`src/hw/rtl/srsw_pkg.sv`:
```
// ----------------------------------------------------------------------------
// Selective-repeat sender window package
// Field widths, register indexes and the slot record moved along the row.
// ----------------------------------------------------------------------------
package srsw_pkg;

  localparam int FrameNumW = 16;
  localparam int CountW    = 32;
  localparam int TotalW    = 16;
  localparam int WinCfgW   = 4;
  localparam int AckW      = 8;
  localparam int CfgIdxW   = 1;
  localparam int CfgDataW  = 16;

  localparam logic [CfgIdxW-1:0] RegTotalFrames = 1'b0;
  localparam logic [CfgIdxW-1:0] RegWindowSize  = 1'b1;

  // One window slot waiting to be sent.
  typedef struct packed {
    logic                 pend;
    logic                 last;
    logic                 done;
    logic [FrameNumW-1:0] frame;
  } slot_t;

endpackage

```
`src/hw/rtl/srsw_slot.sv`:
```
// ----------------------------------------------------------------------------
// Send slot
// One stage of the send row: loads a slot at round start, otherwise takes
// its upper neighbor's slot whenever the row advances.
// ----------------------------------------------------------------------------
module srsw_slot (
  input  logic            clk_i,
  input  logic            rst_ni,
  input  logic            load_i,
  input  logic            shift_i,
  input  srsw_pkg::slot_t load_slot_i,
  input  srsw_pkg::slot_t next_slot_i,
  output srsw_pkg::slot_t slot_o
);
  import srsw_pkg::*;

  slot_t slot_d, slot_q;

  always_comb begin
    slot_d = slot_q;
    if (load_i) begin
      slot_d = load_slot_i;
    end else if (shift_i) begin
      slot_d = next_slot_i;
    end
  end

  always_ff @(posedge clk_i or negedge rst_ni) begin
    if (!rst_ni) begin
      slot_q <= '0;
    end else begin
      slot_q <= slot_d;
    end
  end

  assign slot_o = slot_q;

endmodule

```
`src/hw/rtl/srsw_window.sv`:
```
// ----------------------------------------------------------------------------
// Window state
// Holds the window base and the ack bitmap relative to it. Builds the send
// row for a round and, on a round start, applies the ack mask and slides.
// ----------------------------------------------------------------------------
module srsw_window #(
  parameter int MAX_WINDOW = 8,
  parameter int FRAME_BITS = 16
) (
  input  logic                         clk_i,
  input  logic                         rst_ni,
  input  logic [srsw_pkg::TotalW-1:0]  total_frames_i,
  input  logic [srsw_pkg::WinCfgW-1:0] window_size_i,
  input  logic [srsw_pkg::AckW-1:0]    ack_mask_i,
  input  logic                         step_i,
  output srsw_pkg::slot_t              load_o [MAX_WINDOW]
);
  import srsw_pkg::*;

  localparam int NW = $clog2(MAX_WINDOW + 1);
  localparam int EW = (NW > WinCfgW) ? NW : WinCfgW;
  localparam int CW = (FRAME_BITS > TotalW) ? FRAME_BITS : TotalW;

  logic [FRAME_BITS-1:0]           base_q, base_d;
  logic [MAX_WINDOW-1:0]           acked_q, acked_d;
  logic [MAX_WINDOW-1:0]           in_win, mask_w, comb, pend;
  logic [MAX_WINDOW+AckW-1:0]      mask_x;
  logic [EW-1:0]                   ws_x;
  logic [NW-1:0]                   win, n, slide;
  logic [CW-1:0]                   base_x, total_x, diff;
  logic                            done;
  logic [FRAME_BITS-1:0]           fr   [MAX_WINDOW];
  logic [FRAME_BITS+FrameNumW-1:0] fr_x [MAX_WINDOW];

  always_comb begin
    // clamp window size to 1..MAX_WINDOW
    ws_x = EW'(window_size_i);
    if (ws_x == '0) begin
      win = NW'(1);
    end else if (ws_x > EW'(MAX_WINDOW)) begin
      win = NW'(MAX_WINDOW);
    end else begin
      win = NW'(ws_x);
    end

    base_x  = CW'(base_q);
    total_x = CW'(total_frames_i);
    done    = (base_x >= total_x);
    diff    = total_x - base_x;
    n       = (diff < CW'(win)) ? NW'(diff) : win;

    mask_x = (MAX_WINDOW + AckW)'(ack_mask_i);
    mask_w = mask_x[MAX_WINDOW-1:0];
    for (int j = 0; j < MAX_WINDOW; j++) begin
      in_win[j] = (j < int'(n));
    end
    comb = acked_q | (mask_w & in_win);
    pend = in_win & ~acked_q;

    // first frame still unacked after this round, else whole window
    slide = n;
    for (int j = MAX_WINDOW - 1; j >= 0; j--) begin
      if (in_win[j] && !comb[j]) begin
        slide = NW'(j);
      end
    end

    acked_d = acked_q;
    base_d  = base_q;
    if (step_i && !done) begin
      acked_d = comb >> slide;
      base_d  = base_q + FRAME_BITS'(slide);
    end

    for (int j = 0; j < MAX_WINDOW; j++) begin
      fr[j]           = base_q + FRAME_BITS'(j);
      fr_x[j]         = (FRAME_BITS + FrameNumW)'(fr[j]);
      load_o[j].pend  = pend[j];
      load_o[j].last  = pend[j] & ((pend >> (j + 1)) == '0);
      load_o[j].done  = 1'b0;
      load_o[j].frame = fr_x[j][FrameNumW-1:0];
    end
    if (done) begin
      for (int j = 0; j < MAX_WINDOW; j++) begin
        load_o[j] = '0;
      end
      load_o[0].pend = 1'b1;
      load_o[0].last = 1'b1;
      load_o[0].done = 1'b1;
    end
  end

  always_ff @(posedge clk_i or negedge rst_ni) begin
    if (!rst_ni) begin
      base_q  <= '0;
      acked_q <= '0;
    end else begin
      base_q  <= base_d;
      acked_q <= acked_d;
    end
  end

endmodule

```
`src/hw/rtl/selective_repeat_sender_window_unit.sv`:
```
// ----------------------------------------------------------------------------
// Selective-repeat sender window unit
// Channel  Dir  Payload (low bit first)                     Transfer when
// cfg      in   cfg_addr_i index, cfg_wdata_i value           cfg_we_i high
// s_axis   in   tdata: ack_mask[7:0]                          tvalid & tready
// m_axis   out  tdata: frame_number[15:0], total_sent[31:0]   tvalid & tready
//               tlast: last, tuser: done_res
// A round loads the send row with at most window_size pending slots (8 by
// default); the row moves one slot per cycle unless m_axis stalls it, and a
// round holds it until its last pending slot leaves. A done round is one slot.
// The next round is taken in the cycle the current round's last result
// leaves the row; one output register decouples the row from m_axis stalls.
// Reset: total_frames = 1, window_size = 8, base, bitmap and count zero.
// ----------------------------------------------------------------------------
module selective_repeat_sender_window_unit #(
  parameter int MAX_WINDOW = 8,
  parameter int FRAME_BITS = 16
) (
  input  logic                          clk_i,
  input  logic                          rst_ni,
  input  logic                          cfg_we_i,
  input  logic [srsw_pkg::CfgIdxW-1:0]  cfg_addr_i,
  input  logic [srsw_pkg::CfgDataW-1:0] cfg_wdata_i,
  input  logic                          s_axis_tvalid,
  output logic                          s_axis_tready,
  input  logic [7:0]                    s_axis_tdata,  // ack_mask[7:0]
  output logic                          m_axis_tvalid,
  input  logic                          m_axis_tready,
  output logic [47:0]                   m_axis_tdata,  // frame_number[15:0], total_sent[47:16]
  output logic                          m_axis_tlast,
  output logic [0:0]                    m_axis_tuser   // done_res
);
  import srsw_pkg::*;

  logic [TotalW-1:0]    total_q, total_d;
  logic [WinCfgW-1:0]   wsize_q, wsize_d;
  logic [CountW-1:0]    sent_q, sent_d;
  logic                 out_valid_q, out_valid_d;
  logic [FrameNumW-1:0] out_frame_q;
  logic                 out_last_q, out_done_q;
  logic [CountW-1:0]    out_count_q;

  slot_t                load_slot [MAX_WINDOW];
  slot_t                row       [MAX_WINDOW];
  slot_t                nxt       [MAX_WINDOW];
  logic [MAX_WINDOW-1:0] pend_row;
  logic                 move, shift, accept;

  // configuration writes
  always_comb begin
    total_d = total_q;
    wsize_d = wsize_q;
    if (cfg_we_i) begin
      unique case (cfg_addr_i)
        RegTotalFrames: total_d = cfg_wdata_i[TotalW-1:0];
        RegWindowSize:  wsize_d = cfg_wdata_i[WinCfgW-1:0];
        default: ;
      endcase
    end
  end

  always_ff @(posedge clk_i or negedge rst_ni) begin
    if (!rst_ni) begin
      total_q <= TotalW'(1);
      wsize_q <= WinCfgW'(8);
    end else begin
      total_q <= total_d;
      wsize_q <= wsize_d;
    end
  end

  srsw_window #(
    .MAX_WINDOW(MAX_WINDOW),
    .FRAME_BITS(FRAME_BITS)
  ) u_window (
    .clk_i         (clk_i),
    .rst_ni        (rst_ni),
    .total_frames_i(total_q),
    .window_size_i (wsize_q),
    .ack_mask_i    (s_axis_tdata),
    .step_i        (accept),
    .load_o        (load_slot)
  );

  // send row, slot 0 at the head
  for (genvar g = 0; g < MAX_WINDOW; g++) begin : g_row
    if (g == MAX_WINDOW - 1) begin : g_top
      assign nxt[g] = '0;
    end else begin : g_mid
      assign nxt[g] = row[g+1];
    end
    assign pend_row[g] = row[g].pend;

    srsw_slot u_slot (
      .clk_i      (clk_i),
      .rst_ni     (rst_ni),
      .load_i     (accept),
      .shift_i    (shift),
      .load_slot_i(load_slot[g]),
      .next_slot_i(nxt[g]),
      .slot_o     (row[g])
    );
  end

  assign move          = row[0].pend && (!out_valid_q || m_axis_tready);
  assign shift         = !row[0].pend || move;
  assign s_axis_tready = ((pend_row >> 1) == '0) && (!row[0].pend || move);
  assign accept        = s_axis_tvalid && s_axis_tready;

  always_comb begin
    sent_d      = sent_q;
    out_valid_d = out_valid_q;
    if (m_axis_tready) begin
      out_valid_d = 1'b0;
    end
    if (move) begin
      out_valid_d = 1'b1;
      if (!row[0].done) begin
        sent_d = sent_q + CountW'(1);
      end
    end
  end

  always_ff @(posedge clk_i or negedge rst_ni) begin
    if (!rst_ni) begin
      out_valid_q <= 1'b0;
      sent_q      <= '0;
    end else begin
      out_valid_q <= out_valid_d;
      sent_q      <= sent_d;
    end
  end

  always_ff @(posedge clk_i) begin
    if (move) begin
      out_frame_q <= row[0].frame;
      out_last_q  <= row[0].last;
      out_done_q  <= row[0].done;
      out_count_q <= sent_d;
    end
  end

  assign m_axis_tvalid   = out_valid_q;
  assign m_axis_tdata    = {out_count_q, out_frame_q};
  assign m_axis_tlast    = out_last_q;
  assign m_axis_tuser[0] = out_done_q;

endmodule

```
`config.mk`:
```
export PLATFORM = sky130hd
export DESIGN_NAME = selective_repeat_sender_window_unit
export DESIGN_NICKNAME = d
export VERILOG_FILES = /design/src/hw/rtl/srsw_pkg.sv /design/src/hw/rtl/srsw_slot.sv /design/src/hw/rtl/srsw_window.sv /design/src/hw/rtl/selective_repeat_sender_window_unit.sv
export SDC_FILE = /design/constraint.sdc
export NUM_CORES = 1
export LEC_CHECK = 0
export ABC_AREA = 0
export BUFFER_PORTS_ARGS = -buffer_cell sky130_fd_sc_hd__buf_2
export CORE_MARGIN = 2
export CORE_UTILIZATION = 40
export CTS_CLUSTER_SIZE = 28
export DETAILED_ROUTE_END_ITERATION = 12
export GPL_TIMING_DRIVEN = 0
export SLEW_MARGIN = 5
export SYNTH_ARGS = -nofsm -noshare
export SYNTH_HDL_FRONTEND = slang
export SYNTH_HIERARCHICAL = 1
export SYNTH_SLANG_ARGS = --single-unit
```
`constraint.sdc`:
```
create_clock -name clk_i -period 7.85 [get_ports clk_i]
set_clock_uncertainty 0.1 [all_clocks]
set_input_delay 1.57 -clock clk_i [delete_from_list [all_inputs] [get_ports clk_i]]
set_output_delay 1.57 -clock clk_i [all_outputs]
set_load 0.02 [all_outputs]
```
# == Yosys cells after proc, flatten, opt, wreduce, memory -nomap -nowiden ==
# Index checks and enable logic that the tools add are counted.
# word_totals
regBits,279
elab_cells,146
# op_classes
n_shift,1
muxes,32
n_lt_le_gt_ge,11
n_bitwise,12
n_addsub,10
reduce_logical,38
# op_table
cell,count
$mux W19,16
$mux W152,1
$add A16 B3 Y16 const B,4
$logic_not A8 Y1,8
$mux W32,2
$mux W4,11
$add A16 B2 Y16 const B,2
$add A32 B1 Y32 const B,1
$add A16 B1 Y16 const B,1
$add A16 B4 Y16,1
$and A8 B8 Y8,2
$ge A16 B16 Y1,1
$lt A16 B4 Y1,1
$lt A3 B4 Y1 const A,4
$sub A16 B16 Y16,1
$logic_and A1 B1 Y1,12
$logic_not A1 Y1,11
$lt A1 B4 Y1 const A,2
$lt A2 B4 Y1 const A,2
$not A8 Y8,1
$or A8 B8 Y8,1
$shr A8 B4 Y8,1
$and A1 B1 Y1,7
$gt A4 B4 Y1 const B,1
other kinds (6),10

# == Depth between registers and ports, before layout ==
# depth
word_depth,19
mapped_depth,26

# == By module ==
# The synthesis kept the hierarchy.
# modules_own_cells
mod,seq_area_each_um2,instances,cells_each,area_per_inst_um2
srsw_slot,475.5,8,82,882.1
srsw_window,600.6,1,794,5307.6
selective_repeat_sender_window_unit,2830.2,1,254,3918.8

# == Worst setup path after synthesis ==
# Ideal clock, no wire load.
# synth_timing
kind,reg-to-reg
from,reg u_window.base_q[2]
to,reg u_window.base_q[15]
slack_ps,2368
synth_period_minus_slack_ps,5482
setup_time_ps,123
n_path_buf,2
path_stages_with_launch,27
arrival_ps,5259
required_time_ps,7627
path_cell_list,dfrtp_1 -> clkbuf_1 -> inv_1 -> ha_1 -> o21ai_0 -> nand2b_1 -> xor2_1 -> ha_1 -> a2111oi_0 -> nand3_1 -> nor3_1 -> nand4_1 -> nor4_4 -> nand2_4 -> mux2i_1 -> and2_1 -> or3_1 -> buf_2 -> inv_1 -> ha_1 -> a21o_1 -> a21oi_1 -> nor2b_1 -> o2111ai_1 -> or3_1 -> nor2_1 -> xnor2_1
# synth_between
elab_chain_cells,17
elab_cells_between_ends,41
cone_classes,2 x add/sub; 10 x order compare; 9 x mux; 2 x bitwise; 18 x reduce/logical
# synth_rtl
item,line_no,rtl
"start, declared",srsw_window.sv:24,"logic [FRAME_BITS-1:0] base_q, base_d;"
"start signal, assigned",srsw_window.sv:98,base_q <= base_d;
$sub A16 B16 Y16,srsw_window.sv:49,diff = total_x - base_x;
$lt A16 B4 Y1,srsw_window.sv:50,n = (diff < CW'(win)) ? NW'(diff) : win;
$mux W4,srsw_window.sv:50,
$lt A3 B4 Y1,srsw_window.sv:55,in_win[j] = (j < int'(n));
$and A8 B8 Y8,srsw_window.sv:57,comb = acked_q | (mask_w & in_win);
$or A8 B8 Y8,srsw_window.sv:57,
$logic_not A1 Y1,srsw_window.sv:63,if (in_win[j] && !comb[j]) begin
$logic_and A1 B1 Y1,srsw_window.sv:63,
$mux W4 (8 in a row),srsw_window.sv:63,
$add A16 B4 Y16,srsw_window.sv:72,base_d = base_q + FRAME_BITS'(slide);
# Several ways; a longest one is shown, not always the timed one.
# A chain may end at the register's enable or synchronous reset.

# == Final worst setup path ==
# Ends and elaborated chain as after synthesis.

==> metrics <==
row count=73; Detail Placement HPWL=33500 µm; most frequent cells in the layout=230 x nor2_1, 227 x dfrtp_1, 203 x nand2_1, 162 x mux2i_1, 128 x xnor2_1; GRT Resource Usage Total=21.6%; drt pass-1 iters=5; Reg area=0.00723 mm²; Sequential Power Share=45.1%; crit path DAT=7690 ps; area fraction in compound gates after synthesis=9.97%; cell area power density=281 mW/mm²; # Max-Cap Violations=0; critical path's slowest cell=o2111ai_1; CTS root buffer=clkbuf_16; Max clock buf depth=3; P_sw=0.00175 W; CP max stage delay=560 ps; Slew @ Worst Pin=983 ps; H-tree depth=1; warnings from Yosys=6; TritonCTS Buffers=31; Yosys top cell area share=34.9%; final instance area=0.0185 mm²; Req. time, crit path=8220 ps; Post-Synthesis Cell Area=0.0163 mm²; setup repair bufs after CTS=0; simple-gate portion of the synthesized area=17.6%; Sink Count=279; CTS tree=done; multi-input logic area=0.00825 mm²; die width=206 µm; dpl cells=2337; CP dominant cell by count=ha_1; crit path kind=reg2reg; maximum clock rate=0.137 GHz; Worst slew margin=34.5%; ys flop type=dfrtp_1; Crit. Startpoint=u_window/base_q[2]$_DFFE_PN0P_; Detail Route Antenna Nets=0; IO Port Bufs=81; # IOs=82; Synth area leaders=dfrtp_1 35%, mux2i_1 10%, edfxtp_1 9.2%; Reg clk slew, reported paths=60 ps; Via Count=12.7k; sequential fraction of the synthesis area=44.4%; status=completed; Clock power frac=27.4%; Setup crit start kind=register; share of layout cells above drive strength 1=13.9%; CP max FO=10; largest net degree at the start of global routing=104; die height=206 µm; Sw Share=33.7%; initial antenna violation count=0; LEAKAGE=8.14 nW; post-layout min period=7320 ps; ys async rst share=82.1%; Hold/Removal Path Class=reg2reg; Slew Limit Fails=0; commonest non-fill, non-tap cell in the layout=nor2_1; first-pass GRT wire length=71600 µm; final total power=0.00520 W; Min-Delay Startpoint=g_row[0].u_slot/slot_o[14]$_DFFE_PN0P_; Mean Syn Cell Area=9.56 µm²; post-route non-filler standard cell count=2394; Iter 0 DRT Violations=954; die footprint=0.0423 mm²; r2r startpoint=u_window/base_q[2]$_DFFE_PN0P_; Placement Cell Area=0.0175 mm²; setup TNS after final layout=0 ps; final wirelength=44700 µm; Mapped Cells=1704; Final Setup Violations=0; Max VDD drop=0.185 mV; DRC=0; core area=0.0399 mm²; Comb pwr share=27.5%; number of global-route vias before repair=12.7k; Initial Util=40.8%; Final WS setup=534 ps; grt ovf=0; Clk Latency, worst-skew pair=590 ps; multiplexer share of the synthesized area=11.8%; antenna fix cells=0; FILL cells=3795; post-synth cell types=93; fin crit share=93.2%; hold violation count in the final report=0; Pint=0.00344 W; Area Growth Syn to Fin=13.8%; Worst setup EP type=register; via density per instance=5.32; Post-Synth Adder-Cell Area=2.78%; nets=1910; Seq cells post-synth=279; Setup Slack @ Placement=459 ps; RSZ-0062 raised after global routing=false; RePlAce Congestion=0.878; DR WL/cell=18.7 µm; largest area contributor in the netlist=dfrtp_1; largest family of logic cells by synthesized area=simple AND/OR/NAND/NOR gates; number of flops mapped to enable cells by yosys=50; post-synthesis xor/xnor area fraction=7.80%
## per-stage QoR
step                      utilization [%]  hold slack [ps]
after floorplan                         -              324
after global placement               43.7              341
after detailed placement             43.9              341
after CTS                            46.4              360
after global routing                 46.4              374
final                                46.4              359
## power by group through the flow
stage	Combinational, W	Clock (W)	Sequential, W
2_1_floorplan	0.000975	0	0.00235
3_3_place_gp	0.00138	0	0.00238
3_5_place_dp	0.00144	0	0.00237
4_1_cts	0.00144	0.00146	0.00235
5_1_grt	0.00158	0.00152	0.00240
6_report	0.00143	0.00143	0.00234
## state kept, by name (all words and copies together), names as in the netlist
signal               count
m_axis_tuser             1
out_frame_q             16
u_window/acked_q         8
sent_q                  32
total_q                 16
u_window/base_q         16
wsize_q                  4
m_axis_tvalid            1
m_axis_tlast             1
out_count_q             32
g_row.u_slot/slot_o    152
## path summary, 6_finish.rpt
path                       depth (start not counted)  slack [ps]                              end
max                                               26         530  u_window/base_q[15]$_DFFE_PN0P_
min                                                0         360        out_frame_q[14]$_DFFE_PN_
max reg2reg                                       26         530  u_window/base_q[15]$_DFFE_PN0P_
min reg2reg                                        0         360        out_frame_q[14]$_DFFE_PN_
max in group asynchronous                          3        5640              sent_q[0]$_DFF_PN0_
min in group asynchronous                          1         780  u_window/acked_q[1]$_DFFE_PN0P_
## critical path: cells and delay by family, from the launching register on
family                     cells  cell delay, ps
adders and majority gates      3            1070
AOI/OAI and AO/OA              5            1420
xor gates and xnor gates       2             370
muxes                          1             270
buffers and inverters          4            1200
and+or+nand+nor               11            2290
DFF                            1             450
## cell type report
class                   count  area share, %
inverters                  36          0.729
clock buffers              42           4.63
multi-input cells        1292           44.6
repair buffers             84           2.65
clock inverters            15          0.716
flip-flops and latches    279           39.0
plain buffers             121           4.14
well taps                 525           3.55
## cell usage after synthesis, drive strengths merged, types with 4 or more instances
library cell	count
o211ai	4
buf	69
xnor2	128
clkbuf	52
nand2b	12
nor3b	6
mux2	24
nor3	36
and2	11
or2	6
nor2b	13
nand3	25
a31oi	5
nor2	231
mux2i	164
xor2	17
inv	35
nand2	204
dfrtp	227
nor4	15
and3	8
ha	33
nand4	35
o21ai	174
a211oi	6
a21o	5
a21oi	31
o21a	6
edfxtp	50
or3	8
o21bai	4
## kinds of logic after synthesis
kind of cell             Yosys count
AO/OA/AOI/OAI                    273
XOR/XNOR                         145
adder cells (fa/ha/maj)           35
buffers and inverters            157
flip-flops                       279
multiplexers                     188
other                              2
AND/OR/NAND/NOR                  625
## repair_timing
| action | in CTS | in global routing |
|---|---|---|
| hold endpoints to repair | 0 | 0 |
| hold buffers | 0 | 0 |
| resized for setup | 0 | 2 |
| endpoints found under the setup margin | 0 | 7 |
## per-layer routing
layer | up-vias | wire (µm) | track usage [%]
met5 | - | 0 | 0
met4 | 0 | 1200 | 6.22
met3 | 65 | 1960 | 2.33
met2 | 315 | 20300 | 34.3
met1 | 6210 | 21200 | 31.0
li1 | 6154 | - | -
No activity file was read; power rests on OpenSTA's default activity.
